--- src/rtl/core/lfu_pkg.sv ---
// Shared types and constants for the LFU cache replacement block.
// Standalone package; used by lfu_cache_replacement_top.
`timescale 1ns / 1ps

package lfu_pkg;

  // Fixed field widths
  localparam int KEY_PORT_W = 32;
  localparam int COUNT_W    = 32;
  localparam int STAMP_W    = 32;
  localparam int TOTAL_W    = 32;
  localparam int TIME_W     = 40;
  localparam int CAP_W      = 4;

  // Reset value of the capacity register
  localparam logic [CAP_W-1:0] CAP_RESET = 4'd8;

  // Access time charged per request, in ms
  localparam logic [TIME_W-1:0] HIT_MS   = 40'd1;
  localparam logic [TIME_W-1:0] MISS_MS  = 40'd100;
  localparam logic [TIME_W-1:0] TIME_MAX = {TIME_W{1'b1}};

  // Request kinds
  localparam logic REQ_READ  = 1'b0;
  localparam logic REQ_WRITE = 1'b1;

  // Sequencer states
  typedef enum logic [1:0] {
    ST_IDLE,
    ST_SCAN,
    ST_FINISH
  } state_e;

endpackage

--- src/rtl/core/lfu_ram.sv ---
// Generic single-port-write, single-port-read RAM with registered read data.
// No dependencies.
`timescale 1ns / 1ps

module lfu_ram #(
  parameter int WIDTH = 8,
  parameter int DEPTH = 8
) (
  input  logic                                   clk_i,
  input  logic                                   we_i,
  input  logic [(DEPTH > 1 ? $clog2(DEPTH) : 1)-1:0] waddr_i,
  input  logic [WIDTH-1:0]                       wdata_i,
  input  logic [(DEPTH > 1 ? $clog2(DEPTH) : 1)-1:0] raddr_i,
  output logic [WIDTH-1:0]                       rdata_o
);

  logic [WIDTH-1:0] mem_q [DEPTH];
  logic [WIDTH-1:0] rdata_q;

  // Write port and registered read port
  always_ff @(posedge clk_i) begin
    if (we_i) begin
      mem_q[waddr_i] <= wdata_i;
    end
    rdata_q <= mem_q[raddr_i];
  end

  assign rdata_o = rdata_q;

endmodule

--- src/rtl/core/lfu_cache_replacement_top.sv ---
// One request at a time: requests are accepted only in idle, after the
//   previous one has committed. The entry RAM has one read port and the
//   sequencer scans it one entry per cycle for key match, minimum (count,
//   stamp) and first free slot, then commits once the result register frees.
// Reset: valid bits, counters, occupancy and use clock clear, capacity reads 8.
// Depends on lfu_pkg and lfu_ram.
`timescale 1ns / 1ps

module lfu_cache_replacement_top
  import lfu_pkg::*;
#(
  parameter int ENTRIES  = 8,
  parameter int KEY_BITS = 32
) (
  input  logic                  clk_i,
  input  logic                  rst_ni,
  // Configuration
  input  logic                  cfg_we_i,
  input  logic [CAP_W-1:0]      cfg_wdata_i,
  // Request channel
  input  logic                  in_valid_i,
  output logic                  in_ready_o,
  input  logic                  req_type_i,
  input  logic [KEY_PORT_W-1:0] key_i,
  input  logic                  in_store_i,
  // Result channel
  output logic                  out_valid_o,
  input  logic                  out_ready_i,
  output logic                  hit_o,
  output logic                  inserted_o,
  output logic                  evicted_valid_o,
  output logic [KEY_PORT_W-1:0] evicted_key_o,
  output logic [TOTAL_W-1:0]    hit_total_o,
  output logic [TOTAL_W-1:0]    miss_total_o,
  output logic [TIME_W-1:0]     time_total_ms_o
);

  localparam int KW   = (KEY_BITS < KEY_PORT_W) ? KEY_BITS : KEY_PORT_W;
  localparam int AW   = (ENTRIES > 1) ? $clog2(ENTRIES) : 1;
  localparam int SW   = $clog2(ENTRIES + 1);
  localparam int CMPW = (SW > CAP_W) ? SW : CAP_W;
  localparam int RW   = KW + COUNT_W + STAMP_W;

  // Sequencer
  state_e state_q, state_d;
  logic   accept, commit, scan_done;

  // Request registers
  logic          req_type_q;
  logic [KW-1:0] req_key_q;
  logic          req_store_q;

  // Scan state
  logic [SW-1:0]      cnt_q;
  logic [SW-1:0]      cnt_m1;
  logic [AW-1:0]      eval_idx;
  logic               match_q;
  logic [AW-1:0]      match_idx_q;
  logic [COUNT_W-1:0] match_cnt_q;
  logic               min_have_q;
  logic [AW-1:0]      min_idx_q;
  logic [KW-1:0]      min_key_q;
  logic [COUNT_W-1:0] min_cnt_q;
  logic [STAMP_W-1:0] min_stamp_q;
  logic               free_have_q;
  logic [AW-1:0]      free_idx_q;

  // Cache state
  logic [ENTRIES-1:0] valid_q;
  logic [SW-1:0]      occ_q;
  logic [STAMP_W-1:0] use_clock_q;
  logic [CAP_W-1:0]   cap_q;
  logic [TOTAL_W-1:0] hits_q;
  logic [TOTAL_W-1:0] misses_q;
  logic [TIME_W-1:0]  time_q;

  // Result register
  logic              out_valid_q;
  logic              res_hit_q;
  logic              res_ins_q;
  logic              res_ev_q;
  logic [KW-1:0]     res_ev_key_q;

  // RAM ports
  logic          ram_we;
  logic [AW-1:0] ram_waddr;
  logic [RW-1:0] ram_wdata;
  logic [RW-1:0] ram_rdata;

  logic [KW-1:0]      rd_key;
  logic [COUNT_W-1:0] rd_cnt;
  logic [STAMP_W-1:0] rd_stamp;
  logic               lane_on;
  logic               lane_valid;
  logic               lane_match;
  logic               lane_less;

  // Commit decisions
  logic [CMPW-1:0]    cap_eff;
  logic [CMPW-1:0]    cap_ext;
  logic [CMPW-1:0]    occ_ext;
  logic               cap_zero;
  logic               do_touch;
  logic               try_ins;
  logic               do_evict;
  logic               do_ins;
  logic [AW-1:0]      ins_slot;
  logic [COUNT_W-1:0] touch_cnt;
  logic [TIME_W-1:0]  time_add;
  logic [TIME_W-1:0]  time_next;

  lfu_ram #(
    .WIDTH (RW),
    .DEPTH (ENTRIES)
  ) u_entry_ram (
    .clk_i   (clk_i),
    .we_i    (ram_we),
    .waddr_i (ram_waddr),
    .wdata_i (ram_wdata),
    .raddr_i (cnt_q[AW-1:0]),
    .rdata_o (ram_rdata)
  );

  // Sequencer state register
  always_ff @(posedge clk_i or negedge rst_ni) begin
    if (!rst_ni) begin
      state_q <= ST_IDLE;
    end else begin
      state_q <= state_d;
    end
  end

  // Next state and handshake
  always_comb begin
    state_d    = state_q;
    in_ready_o = 1'b0;
    accept     = 1'b0;
    commit     = 1'b0;
    scan_done  = (cnt_q == SW'(ENTRIES));
    unique case (state_q)
      ST_IDLE: begin
        in_ready_o = 1'b1;
        accept     = in_valid_i;
        if (in_valid_i) begin
          state_d = ST_SCAN;
        end
      end
      ST_SCAN: begin
        if (scan_done) begin
          state_d = ST_FINISH;
        end
      end
      ST_FINISH: begin
        commit = !out_valid_q || out_ready_i;
        if (commit) begin
          state_d = ST_IDLE;
        end
      end
      default: begin
        state_d = ST_IDLE;
      end
    endcase
  end

  // Evaluate the entry whose read data returns this cycle
  assign cnt_m1     = cnt_q - SW'(1);
  assign eval_idx   = cnt_m1[AW-1:0];
  assign rd_key     = ram_rdata[RW-1 -: KW];
  assign rd_cnt     = ram_rdata[STAMP_W +: COUNT_W];
  assign rd_stamp   = ram_rdata[STAMP_W-1:0];
  assign lane_on    = (state_q == ST_SCAN) && (cnt_q != '0);
  assign lane_valid = valid_q[eval_idx];
  assign lane_match = lane_on && lane_valid && (rd_key == req_key_q);
  assign lane_less  = {rd_cnt, rd_stamp} < {min_cnt_q, min_stamp_q};

  // Scan counter, request capture and running search results
  always_ff @(posedge clk_i or negedge rst_ni) begin
    if (!rst_ni) begin
      cnt_q       <= '0;
      match_q     <= 1'b0;
      min_have_q  <= 1'b0;
      free_have_q <= 1'b0;
    end else if (accept) begin
      cnt_q       <= '0;
      match_q     <= 1'b0;
      min_have_q  <= 1'b0;
      free_have_q <= 1'b0;
    end else if (state_q == ST_SCAN) begin
      if (!scan_done) begin
        cnt_q <= cnt_q + SW'(1);
      end
      if (lane_match && !match_q) begin
        match_q <= 1'b1;
      end
      if (lane_on && lane_valid && (!min_have_q || lane_less)) begin
        min_have_q <= 1'b1;
      end
      if (lane_on && !lane_valid && !free_have_q) begin
        free_have_q <= 1'b1;
      end
    end
  end

  // Payload of the scan: indexes, keys and counts
  always_ff @(posedge clk_i) begin
    if (accept) begin
      req_type_q  <= req_type_i;
      req_key_q   <= key_i[KW-1:0];
      req_store_q <= in_store_i;
    end
    if (lane_match && !match_q) begin
      match_idx_q <= eval_idx;
      match_cnt_q <= rd_cnt;
    end
    if (lane_on && lane_valid && (!min_have_q || lane_less)) begin
      min_idx_q   <= eval_idx;
      min_key_q   <= rd_key;
      min_cnt_q   <= rd_cnt;
      min_stamp_q <= rd_stamp;
    end
    if (lane_on && !lane_valid && !free_have_q) begin
      free_idx_q <= eval_idx;
    end
  end

  // Decide hit update, eviction and insertion
  always_comb begin
    cap_ext   = CMPW'(cap_q);
    cap_eff   = (cap_ext > CMPW'(ENTRIES)) ? CMPW'(ENTRIES) : cap_ext;
    occ_ext   = CMPW'(occ_q);
    cap_zero  = (cap_eff == '0);
    do_touch  = match_q && (req_type_q == REQ_READ || !cap_zero);
    try_ins   = !match_q && (req_type_q == REQ_READ) && req_store_q && !cap_zero;
    do_evict  = try_ins && (occ_ext >= cap_eff) && min_have_q;
    do_ins    = try_ins && (do_evict || free_have_q);
    ins_slot  = do_evict ? min_idx_q : free_idx_q;
    touch_cnt = (match_cnt_q == {COUNT_W{1'b1}}) ? match_cnt_q
                                                 : match_cnt_q + COUNT_W'(1);
    time_add  = match_q ? HIT_MS : MISS_MS;
    time_next = (time_q > TIME_MAX - time_add) ? TIME_MAX : time_q + time_add;

    ram_we    = commit && (do_touch || do_ins);
    ram_waddr = do_touch ? match_idx_q : ins_slot;
    ram_wdata = do_touch ? {req_key_q, touch_cnt, use_clock_q}
                         : {req_key_q, COUNT_W'(1), use_clock_q};
  end

  // Commit cache state, counters and the result
  always_ff @(posedge clk_i or negedge rst_ni) begin
    if (!rst_ni) begin
      valid_q     <= '0;
      occ_q       <= '0;
      use_clock_q <= '0;
      cap_q       <= CAP_RESET;
      hits_q      <= '0;
      misses_q    <= '0;
      time_q      <= '0;
      out_valid_q <= 1'b0;
    end else begin
      if (cfg_we_i) begin
        cap_q <= cfg_wdata_i;
      end
      if (commit) begin
        out_valid_q <= 1'b1;
      end else if (out_ready_i) begin
        out_valid_q <= 1'b0;
      end
      if (commit) begin
        time_q      <= time_next;
        if (match_q) begin
          if (hits_q != {TOTAL_W{1'b1}}) begin
            hits_q <= hits_q + TOTAL_W'(1);
          end
        end else if (misses_q != {TOTAL_W{1'b1}}) begin
          misses_q <= misses_q + TOTAL_W'(1);
        end
        if (do_touch || do_ins) begin
          use_clock_q <= use_clock_q + STAMP_W'(1);
        end
        if (do_ins) begin
          valid_q[ins_slot] <= 1'b1;
          if (!do_evict) begin
            occ_q <= occ_q + SW'(1);
          end
        end
      end
    end
  end

  // Result payload
  always_ff @(posedge clk_i) begin
    if (commit) begin
      res_hit_q    <= match_q;
      res_ins_q    <= do_ins;
      res_ev_q     <= do_evict;
      res_ev_key_q <= do_evict ? min_key_q : '0;
    end
  end

  assign out_valid_o     = out_valid_q;
  assign hit_o           = res_hit_q;
  assign inserted_o      = res_ins_q;
  assign evicted_valid_o = res_ev_q;
  assign evicted_key_o   = KEY_PORT_W'(res_ev_key_q);
  assign hit_total_o     = hits_q;
  assign miss_total_o    = misses_q;
  assign time_total_ms_o = time_q;

endmodule

--- config.mk ---
export PLATFORM = sky130hd
export DESIGN_NAME = lfu_cache_replacement_top
export DESIGN_NICKNAME = d
export VERILOG_FILES = /design/src/rtl/core/lfu_pkg.sv /design/src/rtl/core/lfu_ram.sv /design/src/rtl/core/lfu_cache_replacement_top.sv
export SDC_FILE = /design/constraint.sdc
export NUM_CORES = 1
export LEC_CHECK = 0
export BUFFER_PORTS_ARGS = -buffer_cell sky130_fd_sc_hd__buf_2
export CAP_MARGIN = 25
export CORE_MARGIN = 5
export CORE_UTILIZATION = 60
export DETAILED_ROUTE_END_ITERATION = 6
export PLACE_DENSITY = 0.8
export SETUP_SLACK_MARGIN = 0.02
export SYNTH_ARGS = -nofsm -noshare
export SYNTH_HDL_FRONTEND = slang
export SYNTH_SLANG_ARGS = --single-unit
--- constraint.sdc ---
create_clock -name clk_i -period 11.6 [get_ports clk_i]
set_clock_uncertainty 0.15 [all_clocks]
set_input_delay 2.32 -clock clk_i [delete_from_list [all_inputs] [get_ports clk_i]]
set_output_delay 2.32 -clock clk_i [all_outputs]
set_load 0.1 [all_outputs]
* Word level (Yosys, flattened, before mapping)
Memories as Yosys holds them, arrays and structs flattened. A register that Yosys moved wholly into a read port is not among the register bits.
Index checks and enable logic that the tools add are counted.
** Storage, ports and cells
- Bits in read-only memories :: 0
- Register bits :: 368
- Bits in latches :: 0
- Input port bits :: 43
- RAM bits :: 768
- Memories :: 1
- Output and inout port bits :: 141
- Word-level logic and storage cells :: 138
** Operators by class
- Eq/ne operators :: 11
- Shifts and indexed selects :: 0
- Reductions and logical operators :: 45
- Mux-type cells :: 34
- Div/mod/pow operators :: 0
- Magnitude comparators :: 7
- Add/subtract/negate cells :: 9
- Bitwise gates (word level) :: 4
- Multiply operators :: 0
** Memory list
- u_entry_ram.mem_q :: words 8, bits a word 96, read ports 1, clocked after Yosys merged registers in 1, wr ports 1, line lfu_ram.sv:17 : logic [WIDTH-1:0] mem_q [DEPTH];
** Operators with widths (number)
- $add 32x1->32 const B :: 4
- $lt 64x64->1 :: 1
- $mux 64 :: 1
- $ne 32x32->1 const B :: 2
- $add 40x7->40 :: 1
- $gt 40x40->1 :: 1
- $mux 40 :: 1
- $eq 32x32->1 :: 1
- $eq 32x32->1 const B :: 1
- $mux 32 :: 1
- $mux 1 :: 18
- $logic_and 1x1->1 :: 16
- $mux 4 :: 4
- $reduce_and 2->1 :: 6
- $reduce_and 3->1 :: 4
- $reduce_bool 2->1 :: 5
- $sub 1x8->9 const A :: 1
- $add 4x1->4 const B :: 2
- $lt 3x4->1 const B :: 2
- $ne 2x2->1 const B :: 4
- $or 8x8->8 :: 1
- $mux 7 :: 1
- $logic_not 1->1 :: 6
- $mux 2 :: 3
- 16 further kinds :: 23

* Logic depth before layout (Yosys ltp)
- Word-level depth :: 13
- Gate-level depth with buffers :: 11
- Mapped depth without buffers :: 9

* Modules after synthesis
From an unflattened synthesis, not the netlist that was laid out.
** Second synthesis, totals
- Cells, all modules :: 2659
- Area total of the unflattened synthesis :: 48004.8 µm²
** By module, submodules not included
- lfu_ram :: area an instance 30805.8 µm², instances 1, seq. area each 24984.0 µm², cells each 1219
- lfu_cache_replacement_top :: area an instance 17199.0 µm², instances 1, seq. area each 10241.1 µm², cells each 1440

* Worst setup path after synthesis
No wires, ideal clock.
- Path type :: input-to-reg
- From :: input port out_ready_i
- To :: memory u_entry_ram.mem_q[4][0] (netlist name), enable pin
- Slack :: -0.543 ns
- Library setup time :: 0.669 ns
- Required time :: 10.781 ns
- Data arrival time :: 11.324 ns
- Path buffers :: 2
- Stages on the path :: 7
- Cell sequence :: nand2b_1 -> clkbuf_1 -> nand2_1 -> inv_1 -> clkbuf_1 -> o311ai_0 -> nor3_1
** Between the ends
- Cells in the longest elaborated chain, start to end :: 5
** RTL lines
- from (decl) :: line lfu_cache_replacement_top.sv:28 : input logic out_ready_i,
- $logic_or 1x1->1 :: line lfu_cache_replacement_top.sv:154 : commit = !out_valid_q || out_ready_i;
- $mux 1 :: line lfu_cache_replacement_top.sv:140 : unique case (state_q)
- via commit :: line lfu_cache_replacement_top.sv:46 : logic accept, commit, scan_done;
- $logic_and 1x1->1 :: line lfu_cache_replacement_top.sv:242 : ram_we = commit && (do_touch || do_ins);
- $mux 1 :: line lfu_ram.sv:22 : if (we_i) begin
- $mux 1 (not written as such) :: line lfu_ram.sv:23 : mem_q[waddr_i] <= wdata_i;
- to (decl) :: line lfu_ram.sv:17
The timed path passes the listed nets, and every way through them passes these cells.

* Worst setup path in the final report
- From :: input port out_ready_i
- To :: memory u_entry_ram.mem_q[6][29] (netlist name), enable pin
** Between the ends
- Cells in the longest elaborated chain, start to end :: 5
** RTL lines (line)
- $logic_or 1x1->1 :: lfu_cache_replacement_top.sv:154
- $mux 1 :: lfu_cache_replacement_top.sv:140
- $logic_and 1x1->1 :: lfu_cache_replacement_top.sv:242
- $mux 1 :: lfu_ram.sv:22
- $mux 1 (not written as such) :: lfu_ram.sv:23
No other way between the ends.

==> results.sh <==
export IMPL_min_to="min_stamp_q[4]$_DFFE_PP_"
export IMPL_power_density_nw_per_um2=213.5
export IMPL_fin_crit_sh_pct=44.28
export IMPL_io_pin_count=184
export IMPL_dp_hpwl_um=58710
export IMPL_crit_path_start_kind="input port"
export IMPL_required_ns=11.72
export IMPL_cts_hold_buf=0
export IMPL_multi_input_area_um2=12090
export IMPL_synth_edf_count=974
export IMPL_initial_core_util_pct=60.54
export IMPL_viasPerCell=6.217
export IMPL_clk_latency_ns=0.72
export IMPL_report_final_slew_viol_count=0
export IMPL_fp_row_count=103
export IMPL_ff_latch_area_um2=35240
export IMPL_status="complete, no violations"
export IMPL_worstReg2RegEnd="u_entry_ram.mem_q[6][29]$_DFFE_PP_"
export IMPL_ctsRootBufferMaster="clkbuf_16"
export IMPL_path_class="input port to flop"
export IMPL_relSlewSlack_pct=27.87
export IMPL_dieWidth_um=292.6
export IMPL_globalplace_congestion=0.8676
export IMPL_dr_pass1_iters=5
export IMPL_grt_max_degree=117
export IMPL_core_um2=79130
export IMPL_worstRegToRegCells=11
export IMPL_p_leak_nw=19.55
export IMPL_yosysWarningCount=0
export IMPL_crit_fanout=59
export IMPL_finalSetupViolCount=0
export IMPL_rsz0062_at_grt="false"
export IMPL_ir_drop_mv=0.1886
export IMPL_ant_nets=0
export IMPL_end_kind="flop"
export IMPL_ys_flop_type="edfxtp_1"
export IMPL_crit_family="buffers and inverters"
export IMPL_path_buf_inv=4
export IMPL_wire_per_inst_um=25.36
export IMPL_min_path_cells=0
export IMPL_postCtsSetupBuffers=0
export IMPL_arrival_ns=5.26
export IMPL_whs_ns=0.2806
export IMPL_cts_buffers=115
export IMPL_min_period_ns=5.136
export IMPL_r2r_start="cap_ext[3]$_DFFE_PN1P_"
export IMPL_crit_start="out_ready_i"
export IMPL_wl_um=103300
export IMPL_cts_resized=0
export IMPL_hold_class="flop to flop"
export IMPL_final_nets=3044
export IMPL_drive_above_1_share_pct=24.11
export IMPL_dr_total_vias=25330
export IMPL_drc=0
export IMPL_final_util_pct=68.59
export IMPL_ys_ff_latch=1232
export IMPL_setup_tns_ns=0
export IMPL_clockBufferDepth=3
export IMPL_grt_first_pass_wirelength_um=159500
export IMPL_grt_util_all_layers_pct=24.09
export IMPL_htreeDepth=3
export IMPL_cp_cell_sequence="buf_2 > nand2b_1 > nand2_1 > inv_2 > o311ai_0 > clkbuf_2 > nor3_2 > buf_4"
export IMPL_grt_pass1_vias=26780
export IMPL_hp_start="u_entry_ram.rdata_o[4]$_DFF_P_"
export IMPL_cts_tree="yes"
export IMPL_worstMarginPinSlew_ns=1.082
export IMPL_portBuffers=183
export IMPL_max_stage_delay_ns=0.97
export IMPL_fmax_mhz=194.7
export IMPL_area_growth_pct=13.29
export IMPL_maxCapViolations=0
export IMPL_async_flop_share_pct=13.15
export IMPL_antenna_found_initial=2
export IMPL_clock_sinks=1232
export IMPL_diodes=0
export IMPL_clkTransAtPathRegs_ns=0.06
export IMPL_hold_violations=0
export IMPL_syn_area_per_cell_um2=18.02
export IMPL_reg2reg_slack_ns=6.48
export IMPL_dieArea_um2=85590
export IMPL_die_h_um=292.6
export IMPL_nFillCells=4771
export IMPL_yosysSeqAreaShare_pct=73.53
export IMPL_grt_overflow_total=0
export IMPL_cpMaxStageDelayCell="buf_4"
export IMPL_yosysUniqueCellTypes=68
export IMPL_syn_area_um2=47900
export IMPL_drt_iter0_markers=2465
export IMPL_synth_nets=2782
export IMPL_syn_inst=2659
synthesized netlist by cell type (all sizes together) (71+ instances only):
| master | number | share of area [%] |
|---|---|---|
| edfxtp | 974 | 61 |
| mux4 | 194 | 9.1 |
| dfrtp | 161 | 8.4 |
| nand2 | 115 | 0.90 |
| xor2 | 103 | 1.9 |
| mux2 | 102 | 2.4 |
| dfxtp | 96 | 4.0 |
| inv | 90 | 0.71 |
| nor2 | 90 | 0.71 |
| xnor2 | 84 | 1.5 |
| ha | 80 | 2.1 |
| nand4 | 72 | 0.94 |
| nand3 | 71 | 0.75 |
state kept, by name, summed over array words and instances, names as in the netlist, 32 cells and up:
signal,count
evicted_key_o,32
hit_total_o,32
match_cnt_q,32
min_cnt_q,32
min_key_q,32
min_stamp_q,32
miss_total_o,32
req_key_q,32
time_total_ms_o,40
u_entry_ram.mem_q,768
u_entry_ram.rdata_o,96
use_clock_q,32
routing by layer:
layer / global-route usage [%] / share of wire [%] / vias to the layer above / wire length [um]
met1: 32.61 / 39 / 13110 / 39950
met4: 8.081 / 3.0 / 0 / 3138
met5: 0 / 0 / - / 0
met2: 40.75 / 51 / 1137 / 52790
met3: 3.912 / 7.2 / 217 / 7448
li1: - / - / 10870 / -
area by class of cell:
| cell class | instances | share of cell area (%) |
|---|---|---|
| Multi-Input combinational cell | 1254 | 22.27 |
| Clock inverter | 69 | 1.499 |
| Clock buffer | 151 | 5.718 |
| Inverter | 90 | 0.6225 |
| Tap cell | 1050 | 2.421 |
| Timing Repair Buffer | 228 | 2.545 |
| Sequential cell | 1232 | 64.93 |
worst max-delay path by stage:
stage                                                     to  cells past startpoint  slack [ns]
after floorplan            u_entry_ram.mem_q[4][0]$_DFFE_PP_                      7       -0.54
after global placement    u_entry_ram.mem_q[6][49]$_DFFE_PP_                      7        5.89
after detailed placement  u_entry_ram.mem_q[6][43]$_DFFE_PP_                      7        5.73
after CTS                 u_entry_ram.mem_q[7][29]$_DFFE_PP_                     10        6.20
after global routing      u_entry_ram.mem_q[6][29]$_DFFE_PP_                     11        6.26
final                     u_entry_ram.mem_q[6][29]$_DFFE_PP_                      8        6.46
metrics by stage:
| step | power [mW] | instance area [um^2] | cells | setup slack (ns) |
|---|---|---|---|---|
| 2_1_floorplan | 7.198 | 47900 | 2659 | -0.5429 |
| 3_3_place_gp | 7.687 | 50190 | 3846 | 5.892 |
| 3_5_place_dp | 7.789 | 50230 | 3848 | 5.730 |
| 4_1_cts | 11.65 | 54150 | 4068 | 6.198 |
| 5_1_grt | 12.08 | 54270 | 4074 | 6.263 |
| 6_report | 11.59 | 54270 | 4074 | 6.464 |
power by group:
part	total (mW)	leakage, nW	internal (mW)	switching [mW]
Clock	3.84	1.90	2.17	1.66
Sequential	5.50	11.6	5.20	0.307
Combinational	2.25	6.03	1.04	1.21
Total	11.6	19.6	8.41	3.18
kinds of logic (layout without fill, tap and decap cells):
kind of cell / after synthesis / after routing / share of synthesized area [%]
flops: 1232 / 1232 / 73.53
simple gates: 526 / 526 / 5.746
mux: 302 / 302 / 11.64
xor+xnor: 187 / 187 / 3.419
buf+inv: 173 / 538 / 1.421
compound gates: 159 / 159 / 2.150
fa+ha+maj: 80 / 80 / 2.089
placed cells by master (no fill, tap or decap), types with 5 or more instances in the layout:
master and instances:
o21ai_0 19, nand2b_1 11, and4_1 17, nor2_1 90, clkinv_2 28, dfrtp_1 158, o211ai_1 11, a21o_1 22
xor2_1 103, buf_4 36, nor2b_1 6, clkbuf_1 27, o21a_1 6, edfxtp_1 974, mux4_2 194, dfxtp_1 96
buf_2 182, mux2i_1 6, clkbuf_8 10, nor4_1 22, and3_1 32, nand2_1 115, bufinv_16 12, nor3_2 8
nand4_1 72, inv_1 88, mux2_2 102, clkinvlp_4 6, clkinv_1 14, nor3_1 13, clkbuf_16 115, and2_1 41
or4_1 5, a21oi_1 55, ha_1 80, or3_1 6, nand3_1 70, clkinv_16 6, xnor2_1 84, a31oi_1 9
Note: power is estimated with default switching activity, not from simulation.
